<file path="src/hdl/polynomial_add_sub_mul_macros.svh">
// ----------------------------------------------------------------------------
// Polynomial unit assertion macros
// Shared concurrent assertion forms, sampled on clock and off during reset.
// ----------------------------------------------------------------------------
`ifndef POLYNOMIAL_ADD_SUB_MUL_MACROS_SVH
`define POLYNOMIAL_ADD_SUB_MUL_MACROS_SVH

// The consequent must hold in the same cycle as the antecedent.
`define PASM_ASSERT_SAME(label, ante, cons, msg) \
   label: assert property (@(posedge clock) disable iff (reset) (ante) |-> (cons)) \
      else $error(msg);

// The consequent must hold in the cycle after the antecedent.
`define PASM_ASSERT_NEXT(label, ante, cons, msg) \
   label: assert property (@(posedge clock) disable iff (reset) (ante) |=> (cons)) \
      else $error(msg);

`endif

</file>
<file path="src/hdl/pasm_pkg.sv">
// ----------------------------------------------------------------------------
// Polynomial unit package
// Codes, sequencer states and the pipeline tag shared by the datapath.
// ----------------------------------------------------------------------------
package pasm_pkg;

   // Input item kinds.
   localparam logic [1:0] MODE_LOAD_FIRST  = 2'd0;
   localparam logic [1:0] MODE_LOAD_SECOND = 2'd1;
   localparam logic [1:0] MODE_RUN         = 2'd2;

   // Operation register codes; the unused code acts as a sum.
   localparam logic [1:0] OP_SUM     = 2'd0;
   localparam logic [1:0] OP_DIFF    = 2'd1;
   localparam logic [1:0] OP_PRODUCT = 2'd2;

   // Register index of the operation register.
   localparam logic REG_OPERATION = 1'b0;

   // Highest number of result terms in one run.
   localparam logic [4:0] OUT_LIMIT = 5'd31;

   localparam int COEFF_W = 16;
   localparam int VALUE_W = 40;
   localparam int POWER_W = 5;

   typedef enum logic [1:0] {
      ST_IDLE,
      ST_GATE,
      ST_ISSUE,
      ST_WAIT
   } state_type;

   // Travels alongside each memory read through the multiply stages.
   typedef struct packed {
      logic valid;
      logic use_a;
      logic use_b;
      logic last;
   } tag_type;

endpackage

</file>
<file path="src/hdl/polynomial_add_sub_mul.sv">
// ----------------------------------------------------------------------------
// Polynomial add / subtract / multiply unit
// Stores two coefficient lists and streams their sum, difference or product.
// ----------------------------------------------------------------------------
// Usage:
//   Input items on req_*: tuser selects load first, load second or run, and
//   tdata carries a signed Q8.8 coefficient. A load gives no result. A run
//   emits one result item per power, lowest first, on rsp_*; tlast marks the
//   highest term and tuser repeats the dropped-load flag. The operation
//   register on the csr_* port picks sum, difference or product; the user
//   must write it only while the block is idle; the block does not enforce it.
//   Each result term is built by a multiply-accumulate that walks both
//   coefficient memories, one read pair per cycle. Beyond issuing its reads,
//   each term passes through the output gate, the memory read with the
//   multiply, and the accumulate stage that hands off into the output register.
//   Input is accepted only between runs; loads are accepted while the last
//   result item still waits. A stalled receiver holds the next term back
//   before its reads start. Reset empties both lists, clears the flag and
//   sets the operation to sum; no clearing pass is needed.
// ----------------------------------------------------------------------------
`include "polynomial_add_sub_mul_macros.svh"

module polynomial_add_sub_mul #(
   parameter int MAX_TERMS = 16
) (
   input  logic        clock,
   input  logic        reset,
   // req_tdata: [15:0] coefficient
   input  logic        req_tvalid,
   output logic        req_tready,
   input  logic [15:0] req_tdata,
   // req_tuser: [1:0] mode
   input  logic [1:0]  req_tuser,
   // rsp_tdata: [4:0] power, [44:5] value, [47:45] zero
   output logic        rsp_tvalid,
   input  logic        rsp_tready,
   output logic [47:0] rsp_tdata,
   output logic        rsp_tlast,
   // rsp_tuser: [0] overflow
   output logic        rsp_tuser,
   input  logic        csr_psel,
   input  logic        csr_penable,
   input  logic        csr_pwrite,
   input  logic [2:0]  csr_paddr,
   input  logic [31:0] csr_pwdata,
   output logic [31:0] csr_prdata,
   output logic        csr_pready
);

   localparam int AW = (MAX_TERMS > 1) ? $clog2(MAX_TERMS) : 1;
   localparam int CW = $clog2(MAX_TERMS + 1);
   localparam logic [CW-1:0] COUNT_MAX = CW'(MAX_TERMS);
   localparam logic [4:0] IDX_MAX = 5'(MAX_TERMS - 1);

   // Coefficient memories.
   logic [15:0] first_mem  [MAX_TERMS];
   logic [15:0] second_mem [MAX_TERMS];
   logic [15:0] rd_a_ff;
   logic [15:0] rd_b_ff;

   pasm_pkg::state_type state_ff, state_in;

   logic [CW-1:0] first_count_ff, first_count_in;
   logic [CW-1:0] second_count_ff, second_count_in;
   logic          dropped_ff, dropped_in;
   logic [1:0]    operation_ff;

   logic [CW-1:0] run_c1_ff, run_c2_ff;
   logic          run_ovf_ff;
   logic [4:0]    len_last_ff;
   logic [4:0]    k_ff, k_in;
   logic [4:0]    i_ff, i_in;

   pasm_pkg::tag_type s1_ff, s2_ff, tag_in;
   logic signed [31:0] prod_ff;
   logic signed [39:0] acc_ff;

   logic        rsp_valid_ff;
   logic [4:0]  rsp_power_ff;
   logic [39:0] rsp_value_ff;
   logic        rsp_last_ff;
   logic        rsp_ovf_ff;

   logic req_fire, run_fire, csr_write;
   logic out_free, term_done, issue;
   logic is_prod, is_diff;
   logic [4:0] i_last, j_idx, addr_a, addr_b;
   logic [CW-1:0] n1, n2;
   logic [6:0] len_raw;
   logic [4:0] len_cap;
   logic signed [15:0] op_a, op_b;
   logic signed [16:0] sum_ab;
   logic signed [31:0] stage2_val;
   logic signed [39:0] acc_sum;

   assign req_fire  = req_tvalid && req_tready;
   assign run_fire  = req_fire && (req_tuser == pasm_pkg::MODE_RUN);
   assign csr_write = csr_psel && csr_penable && csr_pwrite && csr_pready;
   assign out_free  = !rsp_valid_ff || rsp_tready;
   assign term_done = s2_ff.valid && s2_ff.last;
   assign is_prod   = (operation_ff == pasm_pkg::OP_PRODUCT);
   assign is_diff   = (operation_ff == pasm_pkg::OP_DIFF);

   // ---------------------------------------------------------------- config
   assign csr_pready = 1'b1;
   assign csr_prdata = (csr_paddr[2] == pasm_pkg::REG_OPERATION) ? {30'd0, operation_ff}
                                                                   : 32'd0;

   always_ff @(posedge clock) begin
      if (reset) begin
         operation_ff <= pasm_pkg::OP_SUM;
      end else if (csr_write && (csr_paddr[2] == pasm_pkg::REG_OPERATION)) begin
         operation_ff <= csr_pwdata[1:0];
      end
   end

   // ---------------------------------------------------------------- loads
   always_comb begin
      first_count_in  = first_count_ff;
      second_count_in = second_count_ff;
      dropped_in      = dropped_ff;
      if (req_fire) begin
         case (req_tuser)
            pasm_pkg::MODE_LOAD_FIRST: begin
               if (first_count_ff < COUNT_MAX) first_count_in = first_count_ff + 1'b1;
               else dropped_in = 1'b1;
            end
            pasm_pkg::MODE_LOAD_SECOND: begin
               if (second_count_ff < COUNT_MAX) second_count_in = second_count_ff + 1'b1;
               else dropped_in = 1'b1;
            end
            pasm_pkg::MODE_RUN: begin
               first_count_in  = '0;
               second_count_in = '0;
               dropped_in      = 1'b0;
            end
            default: begin
            end
         endcase
      end
   end

   always_ff @(posedge clock) begin
      if (reset) begin
         first_count_ff  <= '0;
         second_count_ff <= '0;
         dropped_ff      <= 1'b0;
      end else begin
         first_count_ff  <= first_count_in;
         second_count_ff <= second_count_in;
         dropped_ff      <= dropped_in;
      end
   end

   // Empty lists act as the single coefficient zero.
   assign n1      = (first_count_ff == '0) ? CW'(1) : first_count_ff;
   assign n2      = (second_count_ff == '0) ? CW'(1) : second_count_ff;
   assign len_raw = is_prod ? (7'(n1) + 7'(n2) - 7'd1)
                            : ((n1 > n2) ? 7'(n1) : 7'(n2));
   assign len_cap = (len_raw > 7'(pasm_pkg::OUT_LIMIT)) ? pasm_pkg::OUT_LIMIT : len_raw[4:0];

   always_ff @(posedge clock) begin
      if (run_fire) begin
         run_c1_ff   <= first_count_ff;
         run_c2_ff   <= second_count_ff;
         run_ovf_ff  <= dropped_ff;
         len_last_ff <= len_cap - 5'd1;
      end
   end

   // ---------------------------------------------------------------- sequencer
   assign i_last = !is_prod ? 5'd0 : ((k_ff > IDX_MAX) ? IDX_MAX : k_ff);

   always_comb begin
      state_in = state_ff;
      case (state_ff)
         pasm_pkg::ST_IDLE:  if (run_fire) state_in = pasm_pkg::ST_GATE;
         pasm_pkg::ST_GATE:  if (out_free) state_in = pasm_pkg::ST_ISSUE;
         pasm_pkg::ST_ISSUE: if (i_ff == i_last) state_in = pasm_pkg::ST_WAIT;
         pasm_pkg::ST_WAIT: begin
            if (term_done) begin
               state_in = (k_ff == len_last_ff) ? pasm_pkg::ST_IDLE : pasm_pkg::ST_GATE;
            end
         end
         default: state_in = pasm_pkg::ST_IDLE;
      endcase
   end

   always_comb begin
      req_tready = 1'b0;
      issue      = 1'b0;
      k_in       = k_ff;
      i_in       = i_ff;
      case (state_ff)
         pasm_pkg::ST_IDLE: begin
            req_tready = 1'b1;
            k_in       = 5'd0;
         end
         pasm_pkg::ST_GATE: begin
            i_in = 5'd0;
         end
         pasm_pkg::ST_ISSUE: begin
            issue = 1'b1;
            i_in  = i_ff + 5'd1;
         end
         pasm_pkg::ST_WAIT: begin
            if (term_done) k_in = k_ff + 5'd1;
         end
         default: begin
         end
      endcase
   end

   always_ff @(posedge clock) begin
      if (reset) begin
         state_ff <= pasm_pkg::ST_IDLE;
      end else begin
         state_ff <= state_in;
      end
      k_ff <= k_in;
      i_ff <= i_in;
   end

   // ---------------------------------------------------------------- memories
   // A product reads a[i] and b[k-i]; a sum or difference reads both at k.
   assign j_idx  = k_ff - i_ff;
   assign addr_a = is_prod ? i_ff : k_ff;
   assign addr_b = is_prod ? j_idx : k_ff;

   always_comb begin
      tag_in.valid = issue;
      tag_in.use_a = (6'(addr_a) < 6'(run_c1_ff));
      tag_in.use_b = (6'(addr_b) < 6'(run_c2_ff));
      tag_in.last  = (i_ff == i_last);
   end

   always_ff @(posedge clock) begin
      if (req_fire && (req_tuser == pasm_pkg::MODE_LOAD_FIRST) &&
          (first_count_ff < COUNT_MAX)) begin
         first_mem[first_count_ff[AW-1:0]] <= req_tdata;
      end
      if (req_fire && (req_tuser == pasm_pkg::MODE_LOAD_SECOND) &&
          (second_count_ff < COUNT_MAX)) begin
         second_mem[second_count_ff[AW-1:0]] <= req_tdata;
      end
      rd_a_ff <= first_mem[addr_a[AW-1:0]];
      rd_b_ff <= second_mem[addr_b[AW-1:0]];
   end

   // ---------------------------------------------------------------- datapath
   assign op_a   = s1_ff.use_a ? $signed(rd_a_ff) : 16'sd0;
   assign op_b   = s1_ff.use_b ? $signed(rd_b_ff) : 16'sd0;
   assign sum_ab = is_diff ? (17'(op_a) - 17'(op_b)) : (17'(op_a) + 17'(op_b));

   always_comb begin
      if (is_prod) stage2_val = 32'(op_a) * 32'(op_b);
      else stage2_val = {{7{sum_ab[16]}}, sum_ab, 8'd0};
   end

   assign acc_sum = acc_ff + 40'(prod_ff);

   always_ff @(posedge clock) begin
      if (reset) begin
         s1_ff <= '0;
         s2_ff <= '0;
      end else begin
         s1_ff <= tag_in;
         s2_ff <= s1_ff;
      end
      prod_ff <= stage2_val;
      if (state_ff == pasm_pkg::ST_GATE) acc_ff <= '0;
      else if (s2_ff.valid) acc_ff <= term_done ? 40'sd0 : acc_sum;
   end

   // ---------------------------------------------------------------- output
   always_ff @(posedge clock) begin
      if (reset) begin
         rsp_valid_ff <= 1'b0;
      end else if (term_done) begin
         rsp_valid_ff <= 1'b1;
      end else if (rsp_tready) begin
         rsp_valid_ff <= 1'b0;
      end
      if (term_done) begin
         rsp_power_ff <= k_ff;
         rsp_value_ff <= acc_sum;
         rsp_last_ff  <= (k_ff == len_last_ff);
         rsp_ovf_ff   <= run_ovf_ff;
      end
   end

   assign rsp_tvalid = rsp_valid_ff;
   assign rsp_tdata  = {3'd0, rsp_value_ff, rsp_power_ff};
   assign rsp_tlast  = rsp_last_ff;
   assign rsp_tuser  = rsp_ovf_ff;

   // ---------------------------------------------------------------- checks
   `PASM_ASSERT_SAME(a_out_free, term_done, (!rsp_valid_ff || rsp_tready), "term overwrote a pending item")
   `PASM_ASSERT_SAME(a_done_in_wait, term_done, (state_ff == pasm_pkg::ST_WAIT), "term finished outside wait")
   `PASM_ASSERT_SAME(a_index_order, (state_ff == pasm_pkg::ST_ISSUE), (i_ff <= k_ff), "read index passed term power")
   `PASM_ASSERT_NEXT(a_run_clears, run_fire, ((first_count_ff == '0) && (second_count_ff == '0) && !dropped_ff), "run left stored state")

endmodule

</file>
<file path="config.mk">
export PLATFORM = sky130hd
export DESIGN_NAME = polynomial_add_sub_mul
export DESIGN_NICKNAME = d
export VERILOG_FILES = /design/src/hdl/pasm_pkg.sv /design/src/hdl/polynomial_add_sub_mul.sv
export VERILOG_INCLUDE_DIRS = /design/src /design/src/hdl
export SDC_FILE = /design/constraint.sdc
export NUM_CORES = 2
export LEC_CHECK = 0
export BUFFER_PORTS_ARGS = -buffer_cell sky130_fd_sc_hd__buf_2
export CAP_MARGIN = 20
export CORE_ASPECT_RATIO = 0.9
export CORE_MARGIN = 2
export CORE_UTILIZATION = 55
export DETAILED_ROUTE_END_ITERATION = 8
export HOLD_SLACK_MARGIN = 0.03
export MAX_ROUTING_LAYER = met4
export PLACE_DENSITY_LB_ADDON = 0.15
export SLEW_MARGIN = 10
export SYNTH_ARGS = -nofsm -noshare
export SYNTH_HDL_FRONTEND = slang
export SYNTH_SLANG_ARGS = --single-unit
</file>
<file path="constraint.sdc">
create_clock -name clock -period 7.7 [get_ports clock]
set_clock_uncertainty 0.2 [all_clocks]
set_input_delay 1.54 -clock clock [delete_from_list [all_inputs] [get_ports clock]]
set_output_delay 1.54 -clock clock [all_outputs]
set_load 0.01 [all_outputs]
</file>
==> metrics.md <==
| Metric | Value |
|---|---|
| Most frequent cell after synthesis | `nand2_1` |
| Nets@finish | `approximately 4,400` |
| # DRC | `0` |
| Post-route insts no fill | `4,956` |
| Final Slew Violations | `0` |
| Final Hold Fails | `0` |
| Placed Cells | `4,825` |
| First-pass GRT wire length | `160 mm` |
| Vias per std cell | `5.71` |
| Worst R2R Path Depth | `22` |
| GRT Total Usage | `0.279` |
| Relative slew slack | `0.307` |
| Crit. End Element | `flip-flop` |
| Crit path depth | `22` |
| Unrepaired setup endpoints after global routing | `no` |
| Minimum clock period | `7.36 ns` |
| Critical path origin | `s1_ff[1]` |
| Final-report setup violation count | `0` |
| Initial antenna violation count | `2` |
| Worst-Margin Slew | `1.04 ns` |
| Reg clk slew, reported paths | `0.06 ns` |
| CTS Buffer Depth | `3` |
| Antenna-violating nets left | `0` |
| Final wirelength | `102 mm` |
| Post-synthesis sequential area ratio | `0.488` |
| Critical Path AT | `7.67 ns` |
| Die height | `around 260 um` |
| Unique masters post-synth | `85` |
| Avg Cell Area, Syn | `about 11 um^2` |
| Final HPWL DP | `68.1 mm` |
| Syn. warnings | `0` |
| Synth top area share | `0.426` |
| Fmax | `0.136 GHz` |
| Reg-to-reg startpoint | `s1_ff[1]` |
| Reg-to-reg critical path endpoint | `prod_ff[31]` |
| Setup slack after layout | `roughly 0.34 ns` |
| Crit start category | `flip-flop` |
| CP delay by family, top | `adder cells` |
| CTS tree | `done` |
| Final hold slack | `0.232 ns` |
| Grt total ovfl | `0` |
| GPL Wtd Cong | `0.957` |
| Fillers | `6,081` |
| Share of cells above drive strength 1 | `0.0823` |
| Ys flop type | `edfxtp_1` |
| Post-synth top cells | `nand2_1, edfxtp_1, inv_1` |
| Critical path peak fanout | `20` |
| Max H-tree Level | `3` |
| Leak | `0.0186 uW` |
| Row cnt | `95` |
| Synth Cell Area | `0.0412 mm^2` |
| Initial core utilization | `0.554` |
| Worst skew pair latency | `0.65 ns` |
| Pin count of the biggest net entering global routing | `approximately 130` |
| Post-synth ARST share | `0` |
| Status | `complete, no violations` |
| Inserted Clock Buffers | `73` |
| Synth Instances | `3,870` |
| I/O pins | `145` |
| PwrDens | `437 mW/mm^2` |
| Max Cap Violations | `0` |
| Chip width | `292 um` |
| Post-CTS resize count | `0` |
| CP peak stage delay | `0.56 ns` |
| Vias in the first global route | `between 20,000 and 30,000` |
| Pre-antenna DRT Iters | `6` |
| Clock root cell | `clkbuf_16` |
| Core area | `between 0.07 and 0.08 mm^2` |
| WL per Instance | `between 20 and 25 um` |
| Worst Path Required | `approximately 8 ns` |
| Capture point of the critical path | `prod_ff[31]` |
| DR iter-0 viols | `2,296` |
| Clock sink count | `between 700 and 800` |
| Post-synth EDFFs | `a little under 600` |
| Tightest Hold Check Type | `flip-flop to flip-flop` |
| Area added between synthesis and finish | `9.75%` |
| Die Area | `0.0771 mm^2` |
| Yosys reg bits | `711` |
| Most used cell, CP | `fa_1` |
| Hold-fix buffers, CTS | `0` |
| Fin Setup TNS | `0 ns` |
| CP Cell Sequence | `buf_4 > and2_1 > buf_4 > nand2_1 > fa_1 > inv_1 > fa_1 > fa_1 > fa_1 > fa_1 > inv_1 > fa_1 > inv_1 > ha_1 > nand3_1 > or3_1 > nor4_2 > o31ai_2 > o2111ai_1 > a21oi_1 > xnor2_1 > a21o_1` |
| Critical path type | `flip-flop to flip-flop` |
| Ranking of synthesized cells by area | `edfxtp_1, fa_1, nand2_1, dfxtp_1, ha_1` |
| IO Port Bufs | `78` |
| Post CTS Setup Buffer Count | `0` |
| Slowest cell on crit path | `fa_1` |
| Total power draw | `approximately 20,000 uW` |
| Worst slack, placed | `0.355 ns` |
| Peak supply drop | `0.438 mV` |
| Worst path bufs/invs | `5` |
| Flop2flop setup slack | `0.34 ns` |
| Via count | `28,292` |
| Crit share post-route | `0.955` |
| Synth area leader | `edfxtp_1` |
[layer usage]
metal | global-route usage | vias to the layer above | part of all wire
met4 | 0.0869 | 0 | 0.030
li1 | - | 13256 | -
met5 | - | - | 0
met3 | 0.0416 | 161 | 0.066
met1 | 0.374 | 13935 | 0.43
met2 | 0.443 | 940 | 0.47
[cell type report]
class / count / area [um^2] / share of cell area
diodes: 2 / 5.00 / 0.000111
multi-input cells: 2601 / 19000 / 0.421
flip-flops and latches: 711 / 20100 / 0.444
well taps: 970 / 1210 / 0.0268
inverters: 370 / 1390 / 0.0307
clock buffers: 93 / 1930 / 0.0428
repair buffers: 173 / 1120 / 0.0247
clock inverters: 36 / 437 / 0.00966
[metrics by stage]
step / utilization / cell area, um^2
floorplan: - / 41300
global placement: 0.575 / 42800
detailed placement: 0.575 / 42800
CTS: 0.607 / 45200
global route: 0.608 / 45200
finish: 0.608 / 45200
[state kept, by name, summed over array words and instances (netlist names), 16 cells and up]
register / flops
first_mem: 256
second_mem: 256
acc_ff: 40
rsp_value_ff: 40
prod_ff: 32
rd_a_ff: 16
rd_b_ff: 16
[logic make-up after synthesis]
| family | synth area share |
|---|---|
| compound gates | 0.0837 |
| xor+xnor | 0.0253 |
| fa+ha+maj | 0.184 |
| buf+inv | 0.0579 |
| flops | 0.488 |
| mux | 0.00219 |
| other cells | 0.000182 |
| simple gates | 0.159 |
[where the power goes]
part	internal (uW)	switching [uW]
registers	4500	247
clock network	2000	1490
logic	4410	7090
total	10900	8830
[worst min-delay path by stage]
| stage | endpoint | cells past startpoint | startpoint | slack [ns] |
|---|---|---|---|---|
| 3_3_place_gp | s2_ff[0] | 1 | s1_ff[0] | 0.22 |
| 2_1_floorplan | rsp_tuser | 0 | run_ovf_ff | 0.20 |
| 4_1_cts | s2_ff[0] | 1 | s1_ff[0] | 0.23 |
| 6_report | s2_ff[0] | 1 | s1_ff[0] | 0.23 |
| 3_5_place_dp | s2_ff[0] | 1 | s1_ff[0] | 0.22 |
| 5_1_grt | s2_ff[0] | 1 | s1_ff[0] | 0.25 |
[cells in the final DEF (no fill, tap or decap), types with 83 or more instances in the layout]
master    Yosys  routed
a21oi_1     149     145
buf_4        35      94
dfxtp_1     126     126
edfxtp_1    585     585
fa_1        265     265
ha_1        180     180
inv_1       362     359
nand2_1     724     723
nand3_1     230     230
nor2_1      290     290
xnor2_1      83      83
(Power assumes the default switching activity.)
